===== src/sv/b64sd_pkg.sv =====
// Shared types, constants and the character decode function for the base64 stream decoder.
package b64sd_pkg;

    localparam int unsigned MAX_OUT_BYTES_DEF = 4096;
    localparam int unsigned QUEUE_DEPTH_DEF   = 4;

    localparam int unsigned COUNT_W = 13;

    localparam logic [7:0] CHAR_PAD = 8'h3D;

    typedef enum logic [2:0] {
        ST_DATA      = 3'd0,
        ST_DONE      = 3'd1,
        ST_BAD_LEN   = 3'd2,
        ST_BAD_CHAR  = 3'd3,
        ST_OVERFLOW  = 3'd4
    } t_status;

    typedef enum logic [1:0] {
        ERR_NONE     = 2'd0,
        ERR_BAD_CHAR = 2'd1,
        ERR_OVERFLOW = 2'd2
    } t_err;

    // One queued unit of work: the bytes of a finished group and an optional end status.
    typedef struct packed {
        logic [23:0]        bytes;
        logic [1:0]         nbytes;
        logic               last;
        t_status            status;
        logic [COUNT_W-1:0] count;
    } t_job;

    // Returns {valid, sextet}; valid is low for anything outside the alphabet.
    function automatic logic [6:0] sextet_of(input logic [7:0] c);
        logic [6:0] r;
        r = 7'd0;
        if (c >= 8'h41 && c <= 8'h5A) begin
            r = {1'b1, 6'(c - 8'h41)};
        end else if (c >= 8'h61 && c <= 8'h7A) begin
            r = {1'b1, 6'(c - 8'h61 + 8'd26)};
        end else if (c >= 8'h30 && c <= 8'h39) begin
            r = {1'b1, 6'(c - 8'h30 + 8'd52)};
        end else if (c == 8'h2B) begin
            r = {1'b1, 6'd62};
        end else if (c == 8'h2F) begin
            r = {1'b1, 6'd63};
        end
        return r;
    endfunction

endpackage


===== src/sv/b64sd_front.sv =====
// Front end: accepts characters, builds groups, tracks errors and queues output work.
module b64sd_front
    import b64sd_pkg::*;
#(
    parameter int unsigned MAX_OUT_BYTES = MAX_OUT_BYTES_DEF
) (
    input  logic       i_clk,
    input  logic       i_rst_n,
    input  logic       i_in_valid,
    output logic       o_in_ready,
    input  logic [7:0] i_char_in,
    input  logic       i_final_char,
    input  logic       i_q_ready,
    output logic       o_push,
    output t_job       o_job
);

    localparam int unsigned CNT_W = $clog2(MAX_OUT_BYTES + 1);
    localparam logic [CNT_W:0] MAX_W = (CNT_W + 1)'(MAX_OUT_BYTES);

    logic [23:0]      r_group, n_group;
    logic [1:0]       r_chars, n_chars;
    logic [2:0]       r_pad, n_pad;
    logic [CNT_W-1:0] r_bytes_out, n_bytes_out;
    t_err             r_err, n_err;

    logic                 accept;
    logic [6:0]           sx;
    logic [1:0]           nb;
    logic [CNT_W:0]       sum;
    logic [CNT_W+COUNT_W-1:0] count_ext;
    t_job                 job;

    assign accept     = i_in_valid && i_q_ready;
    assign o_in_ready = i_q_ready;

    always_comb begin
        sx          = sextet_of(i_char_in);
        n_group     = r_group;
        n_pad       = r_pad;
        n_err       = r_err;
        n_bytes_out = r_bytes_out;
        job         = '0;
        job.status  = ST_DATA;

        if (r_err == ERR_NONE) begin
            if (i_char_in == CHAR_PAD) begin
                n_pad   = r_pad + 3'd1;
                n_group = {r_group[17:0], 6'd0};
            end else if (sx[6]) begin
                n_group = {r_group[17:0], sx[5:0]};
            end else begin
                n_err = ERR_BAD_CHAR;
            end
        end

        n_chars = r_chars + 2'd1;
        nb      = (n_pad >= 3'd3) ? 2'd0 : 2'(3'd3 - n_pad);
        sum     = {1'b0, r_bytes_out} + (CNT_W + 1)'(nb);
        job.bytes = n_group;

        if (n_chars == 2'd0) begin
            if (n_err == ERR_NONE) begin
                if (sum > MAX_W) begin
                    n_err = ERR_OVERFLOW;
                end else begin
                    job.nbytes  = nb;
                    n_bytes_out = sum[CNT_W-1:0];
                end
            end
            n_group = '0;
            n_pad   = '0;
        end

        count_ext = {{COUNT_W{1'b0}}, n_bytes_out};
        job.last  = i_final_char;
        if (i_final_char) begin
            job.count = count_ext[COUNT_W-1:0];
            // A short final group overrides any sticky error.
            if (n_chars != 2'd0) begin
                job.status = ST_BAD_LEN;
            end else begin
                unique case (n_err)
                    ERR_BAD_CHAR: job.status = ST_BAD_CHAR;
                    ERR_OVERFLOW: job.status = ST_OVERFLOW;
                    default:      job.status = ST_DONE;
                endcase
            end
        end
    end

    assign o_push = accept && (job.nbytes != 2'd0 || i_final_char);
    assign o_job  = job;

    always_ff @(posedge i_clk) begin
        if (!i_rst_n) begin
            r_chars     <= '0;
            r_pad       <= '0;
            r_bytes_out <= '0;
            r_err       <= ERR_NONE;
        end else if (accept) begin
            if (i_final_char) begin
                r_chars     <= '0;
                r_pad       <= '0;
                r_bytes_out <= '0;
                r_err       <= ERR_NONE;
            end else begin
                r_chars     <= n_chars;
                r_pad       <= n_pad;
                r_bytes_out <= n_bytes_out;
                r_err       <= n_err;
            end
        end
    end

    always_ff @(posedge i_clk) begin
        if (!i_rst_n) begin
            r_group <= '0;
        end else if (accept) begin
            r_group <= i_final_char ? 24'd0 : n_group;
        end
    end

`ifndef NO_ASSERTIONS
    a_final_clears: assert property (@(posedge i_clk) disable iff (!i_rst_n)
        (accept && i_final_char) |=> (r_chars == 2'd0 && r_pad == 3'd0
            && r_bytes_out == '0 && r_err == ERR_NONE))
        else $error("state not cleared after final character");

    a_err_sticky: assert property (@(posedge i_clk) disable iff (!i_rst_n)
        (accept && !i_final_char && r_err != ERR_NONE) |=> (r_err == $past(r_err)))
        else $error("sticky error changed within a string");

    a_pad_bound: assert property (@(posedge i_clk) disable iff (!i_rst_n)
        (r_pad <= {1'b0, r_chars}) && ({1'b0, r_bytes_out} <= MAX_W))
        else $error("pad count or byte count out of range");
`endif

endmodule


===== src/sv/b64sd_queue.sv =====
// Short work queue between the front end and the output sequencer.
module b64sd_queue
    import b64sd_pkg::*;
#(
    parameter int unsigned DEPTH = QUEUE_DEPTH_DEF
) (
    input  logic i_clk,
    input  logic i_rst_n,
    input  logic i_push,
    input  t_job i_data,
    output logic o_ready,
    input  logic i_pop,
    output logic o_valid,
    output t_job o_data
);

    localparam int unsigned PTR_W = $clog2(DEPTH);
    localparam int unsigned CNT_W = $clog2(DEPTH + 1);
    localparam logic [CNT_W-1:0] FULL = CNT_W'(DEPTH);
    localparam logic [PTR_W-1:0] LAST_PTR = PTR_W'(DEPTH - 1);

    t_job             r_mem [DEPTH];
    logic [PTR_W-1:0] r_wr_ptr, r_rd_ptr;
    logic [CNT_W-1:0] r_count;
    logic             do_push, do_pop;

    assign o_ready = (r_count != FULL);
    assign o_valid = (r_count != '0);
    assign o_data  = r_mem[r_rd_ptr];
    assign do_push = i_push && o_ready;
    assign do_pop  = i_pop && o_valid;

    always_ff @(posedge i_clk) begin
        if (do_push) begin
            r_mem[r_wr_ptr] <= i_data;
        end
    end

    always_ff @(posedge i_clk) begin
        if (!i_rst_n) begin
            r_wr_ptr <= '0;
            r_rd_ptr <= '0;
            r_count  <= '0;
        end else begin
            if (do_push) begin
                r_wr_ptr <= (r_wr_ptr == LAST_PTR) ? '0 : r_wr_ptr + PTR_W'(1);
            end
            if (do_pop) begin
                r_rd_ptr <= (r_rd_ptr == LAST_PTR) ? '0 : r_rd_ptr + PTR_W'(1);
            end
            if (do_push && !do_pop) begin
                r_count <= r_count + CNT_W'(1);
            end else if (do_pop && !do_push) begin
                r_count <= r_count - CNT_W'(1);
            end
        end
    end

endmodule


===== src/sv/b64sd_back.sv =====
// Output sequencer: plays each queued job out as one result per transfer.
module b64sd_back
    import b64sd_pkg::*;
(
    input  logic               i_clk,
    input  logic               i_rst_n,
    input  logic               i_q_valid,
    input  t_job               i_q_data,
    output logic               o_pop,
    output logic               o_out_valid,
    input  logic               i_out_ready,
    output logic [7:0]         o_data_byte,
    output logic [2:0]         o_status,
    output logic [COUNT_W-1:0] o_decoded_count,
    output logic               o_run_end
);

    t_job       r_job;
    logic [1:0] r_idx;
    logic       r_busy;
    logic [2:0] total;
    logic       is_last;
    logic       is_status;

    assign total     = {1'b0, r_job.nbytes} + {2'b0, r_job.last};
    assign is_last   = ({1'b0, r_idx} == total - 3'd1);
    assign is_status = (r_idx == r_job.nbytes);
    assign o_pop     = i_q_valid && (!r_busy || (i_out_ready && is_last));

    always_comb begin
        o_data_byte     = 8'd0;
        o_status        = ST_DATA;
        o_decoded_count = '0;
        if (is_status) begin
            o_status        = r_job.status;
            o_decoded_count = r_job.count;
        end else begin
            unique case (r_idx)
                2'd0:    o_data_byte = r_job.bytes[23:16];
                2'd1:    o_data_byte = r_job.bytes[15:8];
                default: o_data_byte = r_job.bytes[7:0];
            endcase
        end
    end

    assign o_out_valid = r_busy;
    assign o_run_end   = is_last;

    always_ff @(posedge i_clk) begin
        if (o_pop) begin
            r_job <= i_q_data;
        end
    end

    always_ff @(posedge i_clk) begin
        if (!i_rst_n) begin
            r_busy <= 1'b0;
            r_idx  <= '0;
        end else if (o_pop) begin
            r_busy <= 1'b1;
            r_idx  <= '0;
        end else if (r_busy && i_out_ready) begin
            if (is_last) begin
                r_busy <= 1'b0;
            end else begin
                r_idx <= r_idx + 2'd1;
            end
        end
    end

`ifndef NO_ASSERTIONS
    a_status_ends: assert property (@(posedge i_clk) disable iff (!i_rst_n)
        (o_out_valid && o_status != ST_DATA) |-> o_run_end)
        else $error("end status not marked as last result");

    a_data_count: assert property (@(posedge i_clk) disable iff (!i_rst_n)
        (o_out_valid && o_status == ST_DATA) |-> (o_decoded_count == '0))
        else $error("data result carries a count");

    a_idx_range: assert property (@(posedge i_clk) disable iff (!i_rst_n)
        r_busy |-> ({1'b0, r_idx} < total))
        else $error("result index past end of job");
`endif

endmodule


===== src/sv/base64_stream_decoder.sv =====
// A character's results pass through the work queue and the sequencer's job register.
// Throughput: one character per cycle in; one result per cycle out while the output is
// ready, so four characters (up to three bytes plus an end status) pass without stall.
// A four-entry work queue decouples input from output; input stalls only when it fills.
// Reset (synchronous, active low) clears group state, counters, errors and the queue.
module base64_stream_decoder
    import b64sd_pkg::*;
#(
    parameter int unsigned MAX_OUT_BYTES = MAX_OUT_BYTES_DEF,
    parameter int unsigned QUEUE_DEPTH   = QUEUE_DEPTH_DEF
) (
    input  logic               i_clk,
    input  logic               i_rst_n,
    input  logic               i_in_valid,
    output logic               o_in_ready,
    input  logic [7:0]         i_char_in,
    input  logic               i_final_char,
    output logic               o_out_valid,
    input  logic               i_out_ready,
    output logic [7:0]         o_data_byte,
    output logic [2:0]         o_status,
    output logic [COUNT_W-1:0] o_decoded_count,
    output logic               o_run_end
);

    logic q_ready, q_valid, push, pop;
    t_job push_job, pop_job;

    b64sd_front #(
        .MAX_OUT_BYTES(MAX_OUT_BYTES)
    ) u_front (
        .i_clk        (i_clk),
        .i_rst_n      (i_rst_n),
        .i_in_valid   (i_in_valid),
        .o_in_ready   (o_in_ready),
        .i_char_in    (i_char_in),
        .i_final_char (i_final_char),
        .i_q_ready    (q_ready),
        .o_push       (push),
        .o_job        (push_job)
    );

    b64sd_queue #(
        .DEPTH(QUEUE_DEPTH)
    ) u_queue (
        .i_clk   (i_clk),
        .i_rst_n (i_rst_n),
        .i_push  (push),
        .i_data  (push_job),
        .o_ready (q_ready),
        .i_pop   (pop),
        .o_valid (q_valid),
        .o_data  (pop_job)
    );

    b64sd_back u_back (
        .i_clk           (i_clk),
        .i_rst_n         (i_rst_n),
        .i_q_valid       (q_valid),
        .i_q_data        (pop_job),
        .o_pop           (pop),
        .o_out_valid     (o_out_valid),
        .i_out_ready     (i_out_ready),
        .o_data_byte     (o_data_byte),
        .o_status        (o_status),
        .o_decoded_count (o_decoded_count),
        .o_run_end       (o_run_end)
    );

endmodule


===== config.mk =====
export PLATFORM = sky130hd
export DESIGN_NAME = base64_stream_decoder
export DESIGN_NICKNAME = d
export VERILOG_FILES = /design/src/sv/b64sd_pkg.sv /design/src/sv/b64sd_front.sv /design/src/sv/b64sd_queue.sv /design/src/sv/b64sd_back.sv /design/src/sv/base64_stream_decoder.sv
export SDC_FILE = /design/constraint.sdc
export NUM_CORES = 1
export LEC_CHECK = 0
export BUFFER_PORTS_ARGS = -buffer_cell sky130_fd_sc_hd__buf_2
export CORE_ASPECT_RATIO = 0.75
export CORE_MARGIN = 2
export CORE_UTILIZATION = 60
export DETAILED_ROUTE_END_ITERATION = 10
export MAX_ROUTING_LAYER = met4
export PLACE_DENSITY = 0.88
export SYNTH_ARGS = -nofsm -noshare
export SYNTH_HDL_FRONTEND = slang
export SYNTH_SLANG_ARGS = --single-unit

===== constraint.sdc =====
create_clock -name i_clk -period 8.7 [get_ports i_clk]
set_input_delay 0.87 -clock i_clk [delete_from_list [all_inputs] [get_ports i_clk]]
set_output_delay 0.87 -clock i_clk [all_outputs]
set_load 0.05 [all_outputs]

Word-level counts from Yosys, hierarchy flattened

Memory sizes are Yosys's and may differ from the RTL's. A register that Yosys moved wholly into a read port is not among the register bits.
Cells that the tools add are included.

$add $sub $neg: 16
Magnitude comparators: 8
Equal/unequal tests: 11
Multiplexer cells: 46
Bitwise operators: 2
Reductions and logical operators: 30

Operators with widths:

| operator                                                                            | number |
|---|---|
| 24-bit 2-to-1 mux                                                                   | 5 |
| 13-bit 2-to-1 mux                                                                   | 5 |
| 7-bit 2-to-1 mux                                                                    | 5 |
| 2-bit 2-to-1 mux                                                                    | 14 |
| 8-bit by 6-bit equality test with 1-bit output, second input constant               | 3 |
| 3-bit 2-to-1 mux                                                                    | 8 |
| 8-bit by 7-bit greater-or-equal comparator with 1-bit output, second input constant | 2 |
| 8-bit by 7-bit less-or-equal comparator with 1-bit output, second input constant    | 2 |
| 16-bit 2-to-1 mux                                                                   | 1 |
| 8-bit one-hot mux with 2 select lines                                               | 1 |
| 13-bit by 2-bit adder with 14-bit output                                            | 1 |
| 14-bit by 13-bit > comparator with 1-bit output, second input constant              | 1 |
| 1-bit logical AND                                                                   | 12 |
| 6-bit subtractor, second input constant                                             | 2 |
| 2-bit nonzero test                                                                  | 5 |
| 2-bit by 1-bit adder with 2-bit output, second input constant                       | 4 |
| 8-bit by 6-bit greater-or-equal comparator with 1-bit output, second input constant | 1 |
| 8-bit by 6-bit less-or-equal comparator with 1-bit output, second input constant    | 1 |
| 2-bit logical NOT                                                                   | 4 |
| 8-bit 2-to-1 mux                                                                    | 1 |
| 3-bit by 1-bit adder with 3-bit output, second input constant                       | 2 |
| 6-bit by 5-bit adder with 6-bit output, second input constant                       | 1 |
| 6-bit adder, second input constant                                                  | 1 |
| 2-bit equality test, second input constant                                          | 3 |
| other kinds (17)                                                                    | 28 |

Bits in registers: 54
Bits in writable memories: 172
Input bits: 13
Output and inout bits: 27
Memories: 1

Memory list:

| name          | depth | bits a word | read ports | clocked after Yosys merged registers in | write ports | RTL line          | text |
|---|---|---|---|---|---|---|---|
| u_queue.r_mem | 4     | 43          | 1          | 1                                       | 1           | b64sd_queue.sv:22 | `t_job r_mem [DEPTH];` |

Depth between registers and ports, before layout

Depth in word-level cells: 20
Mapped depth: 23
Mapped depth without buffers: 20

Cells and area by module

From an unflattened synthesis, not the netlist that was laid out.

Cell total of the unflattened synthesis: 886
Area, all modules: 12214.2 sq um

Modules (own cells, without submodules):

| module      | times used | cells each | area an instance (sq um) | sequential area each (sq um) |
|---|---|---|---|---|
| b64sd_queue | 1          | 276        | 6680.2                   | 5345.1 |
| b64sd_front | 1          | 489        | 3702.3                   | 880.8 |
| b64sd_back  | 1          | 121        | 1831.8                   | 1351.3 |

Worst setup path after synthesis

Ideal clock, no wire load.

Kind: input to register
From: input port i_char_in[1]
To: memory u_queue.r_mem[3][0] (netlist name) (enable)
Library setup time: 0.405 ns
Arrival time: 5.214 ns
Slack: 3.081 ns
Stages: 16
Cells stage by stage: inv_1 > ha_1 > buf_2 > and4bb_4 > buf_6 > a41oi_1 > a31oi_1 > ha_1 > and4b_1 > a31oi_4 > nand3_1 > a311o_1 > a2111o_1 > or4b_1 > a21oi_2 > and2_1

Longest elaborated chain between the ends: 18

Ends and longest elaborated chain:

| item                                                                                              | RTL line                    | text |
|---|---|---|
| from (decl)                                                                                       | base64_stream_decoder.sv:16 | `input logic [7:0] i_char_in,` |
| parallel branches: the longest is 10 deep, another holds 13-bit by 2-bit adder with 14-bit output | n/a                         |  |
| 2-bit 2-to-1 mux (*)                                                                              | b64sd_front.sv:63           | `if (n_err == ERR_NONE) begin` |
| 2-bit 2-to-1 mux (*)                                                                              | b64sd_front.sv:62           | `if (n_chars == 2'd0) begin` |
| 2-bit nonzero test (*)                                                                            | b64sd_front.sv:92           | `assign o_push = accept && (job.nbytes != 2'd0 \|\| i_final_char);` |
| 1-bit logical OR (*)                                                                              | b64sd_front.sv:92           |  |
| 1-bit logical AND (*)                                                                             | b64sd_front.sv:92           |  |
| 1-bit logical AND (*)                                                                             | b64sd_queue.sv:30           | `assign do_push = i_push && o_ready;` |
| via u_queue.do_push                                                                               | b64sd_queue.sv:25           | `logic do_push, do_pop;` |
| 1-bit 2-to-1 mux (*)                                                                              | b64sd_queue.sv:34           | `if (do_push) begin` |
| 1-bit 2-to-1 mux (implied by the code) (*)                                                        | b64sd_queue.sv:35           | `r_mem[r_wr_ptr] <= i_data;` |
| to (decl)                                                                                         | b64sd_queue.sv:22           |  |

Mark *: on every way through the listed nets, which the timed path passes.

Worst setup path in the final report

From: input port i_char_in[1]
To: memory u_queue.r_mem[1][35] (netlist name) (enable)

Same word-level chain as after synthesis.

==> summary.txt <==
clk slew on worst S/H paths: 60 ps
post-CTS setup buffers: 0
First DRT Iteration DRCs: 1188
Tcrit/Tclk final: 64.2%
Mapped Nets: 916
area grow syn2layout: 10.4%
post-cts resize count: 0
Gate Count Post-Synth: 881
post-synthesis adder-cell area fraction: 2.34%
maximum vdd drop: 0.000152 V
worst-path cell chain: buf_2 -> inv_1 -> ha_1 -> and4bb_4 -> nand4b_1 -> a31oi_1 -> ha_1 -> nor4b_1 -> nand3_1 -> nand3_1 -> o2111ai_1 -> a2111o_1 -> or4b_1 -> a21oi_2 -> and2_2
top cells by area, synth: edfxtp_1 53%, dfxtp_1 8.9%, mux4_2 8.0%
simple-gate share of the synthesized area: 10.9%
Setup-failing EPs final: 0
critical path class: input pin to flop
clock root buffer master: clkbuf_16
share of layout cells above drive strength 1: 17.8%
placement row count: 44
CTS buffer count: 26
Post-DRT Antenna Nets: 0
grt ovf: 0
FFs w/ async S/R, synth: 0%
Synth Area in Compound Gates: 10.5%
worst skew pair latency: 530 ps
Worst path max stage delay: 1000 ps
met2 usage: 40.9%
Post-Route Utilization: 68.4%
Power Density: 290 mW/mm2
Synth area leader: edfxtp_1
Final Hold Vio Count: 0
status: complete, no violations
GR Layer Usage met3: 5.76%
top_reg_cell synth: edfxtp_1
WP data required: 8830 ps
HPWL after DPL: 16700 um
Ys Warns: 0
Cell Area, Placed: 0.0124 mm2
initial antenna violation count: 0
die area: 0.0213 mm2
most frequent cell after synthesis: edfxtp_1
RSZ-0062 raised after global routing: false
slowest CP cell: and2_2
CP Launch Type: input pin
diode count: 0
static leakage: 4.51 nW
CP Capture Type: flop
FF+latch count, synth: 269
nets: 935
CTS H-tree depth: 1
CTS max path bufs: 3
DR pass1 iterations: 5
wire per inst: 24.0 um
Port Buffers: 39
Largest delay share family, worst path: simple AND/OR/NAND/NOR gates
commonest cells in the netlist: 215 x edfxtp_1, 64 x nor2_1, 58 x nand2_1
sequential share of the synthesized area: 62.3%
Mean Syn Cell Area: 13.7 um2
setup TNS: 0 ps
hold crit path type: flop to flop
final hold slack: 494 ps
IO Count: 40
DRC violations left: 0
power consumption: 3.87 mW
first-pass GRT wire length: 44200 um
number of synthesized flops with an enable pin: 215
post-detailed-routing wire length: 28200 um
initial core utilization: 61.9%
vias in the first global route: 7498
CP bufs+invs: 2
final instance area: 0.0134 mm2
filler cell count: 1257
main combinational cell family by area after synthesis: simple AND/OR/NAND/NOR gates
Synth Cell Area: 0.0121 mm2
CTS tree: yes
Max FO, Critical Path: 43
Rel. slew slack: 21.7%
CTS Hold Bufs: 0
max cap viols: 0
Synth cell types: 76
clk sink count: 269
met1 Use GR: 41.2%
Worst Tran Pin Value: 1170 ps
Synth Area in XOR/XNOR: 1.01%
largest net degree at the start of global routing: 47
FMAX: 179 MHz
GRT Overall Usage: 27.9%
mux cell area share after synthesis: 10.2%
Core Footprint: 0.0195 mm2
Vias per Instance: 6.77
Placer Congestion: 0.893
skew final: 18.7 ps
busiest layer in global routing: met1
die width: 168 um
vias post-DR: 7941
max-slew violation count: 0
Synth top area share: 53.4%
Die H: 127 um
minimum clock period: 5580 ps
WP data arrival: 5710 ps
-- placed cells by master, fill, tap and decap left out, types with 5 or more instances in the layout --
cell type / instances
edfxtp_1: 215
nor2_1: 64
nand2_1: 58
dfxtp_1: 52
mux4_2: 43
a21oi_1: 39
buf_2: 39
a22oi_1: 30
clkbuf_16: 27
inv_1: 22
and2_1: 21
ha_1: 21
nand3_1: 20
o21ai_0: 20
mux2_2: 18
nor3_1: 17
nand4_1: 12
and3_1: 10
o31ai_1: 10
xnor2_1: 9
a31oi_1: 9
buf_4: 9
o211ai_1: 7
nor4_1: 7
or4_1: 7
clkbuf_1: 7
mux2i_1: 6
o311ai_0: 6
a311oi_1: 5
o31a_1: 5
clkinv_1: 5
xor2_1: 5
or3_1: 5
bufinv_16: 5
-- layout make-up --
| class | instances | area [um2] | share of cell area, % |
|---|---|---|---|
| Clock inverter | 12 | 188 | 1.40 |
| Clock buffer | 36 | 729 | 5.46 |
| Multi-Input combinational cell | 531 | 4230 | 31.7 |
| Timing Repair Buffer | 48 | 263 | 1.97 |
| Inverter | 24 | 90.1 | 0.674 |
| Sequential cell | 269 | 7540 | 56.4 |
| Tap cell | 253 | 317 | 2.37 |
-- report_power, final --
group	switching (mW)	internal [mW]	total (mW)
Clock	0.481	0.735	1.22
Sequential	0.0925	1.60	1.69
Combinational	0.665	0.298	0.963
-- metrics by stage --
stage / setup WS [ps] / cells
after floorplan: 3080 / 881
after global placement: 2760 / 1125
after detailed placement: 2640 / 1125
after CTS: 3170 / 1173
after global routing: 2760 / 1173
final: 3120 / 1173
-- metal layers --
metal  share of wire [%]  vias up
li1                    -     3496
met1                  43     3901
met2                  45      492
met3                  10       52
met4                 1.7        0
met5                   0        -
-- kinds of logic after synthesis --
| kind of cell | Yosys count |
|---|---|
| muxes | 67 |
| xor gates and xnor gates | 14 |
| buffers and inverters | 81 |
| and+or+nand+nor | 253 |
| AOI/OAI and AO/OA | 175 |
| adders and majority gates | 22 |
| DFF | 269 |
-- worst reg2reg max path: cells and delay by family (launching register included) --
family / cells / cell delay (ps)
AND/OR/NAND/NOR: 7 / 2440
AO/OA/AOI/OAI: 3 / 1010
adder cells (fa/ha/maj): 2 / 600
flip-flops: 1 / 440
XOR/XNOR: 1 / 140
multiplexers: 1 / 120
-- registers in the layout, indices dropped and copies added, names as in the netlist --
register,cells
u_back.o_out_valid,1
u_back.r_idx,2
u_back.r_job,43
u_front.r_bytes_out,13
u_front.r_chars,2
u_front.r_err,2
u_front.r_group,24
u_front.r_pad,3
u_queue.r_count,3
u_queue.r_mem,172
u_queue.r_rd_ptr,2
u_queue.r_wr_ptr,2
-- worst paths after layout --
path | startpoint | endpoint | slack [ps] | depth (start not counted)
setup / recovery | i_char_in[1] | u_queue.r_mem[1][35]$_DFFE_PP_ | 3120 | 15
hold / removal | u_front.r_group[4]$_SDFFE_PN0P_ | u_front.r_group[4]$_SDFFE_PN0P_ | 490 | 2
setup reg to reg | u_front.r_pad[0]$_SDFFE_PN0P_ | u_queue.r_mem[1][35]$_DFFE_PP_ | 3540 | 14
hold reg to reg | u_front.r_group[4]$_SDFFE_PN0P_ | u_front.r_group[4]$_SDFFE_PN0P_ | 490 | 2
No activity file was read; power rests on OpenSTA's default activity.
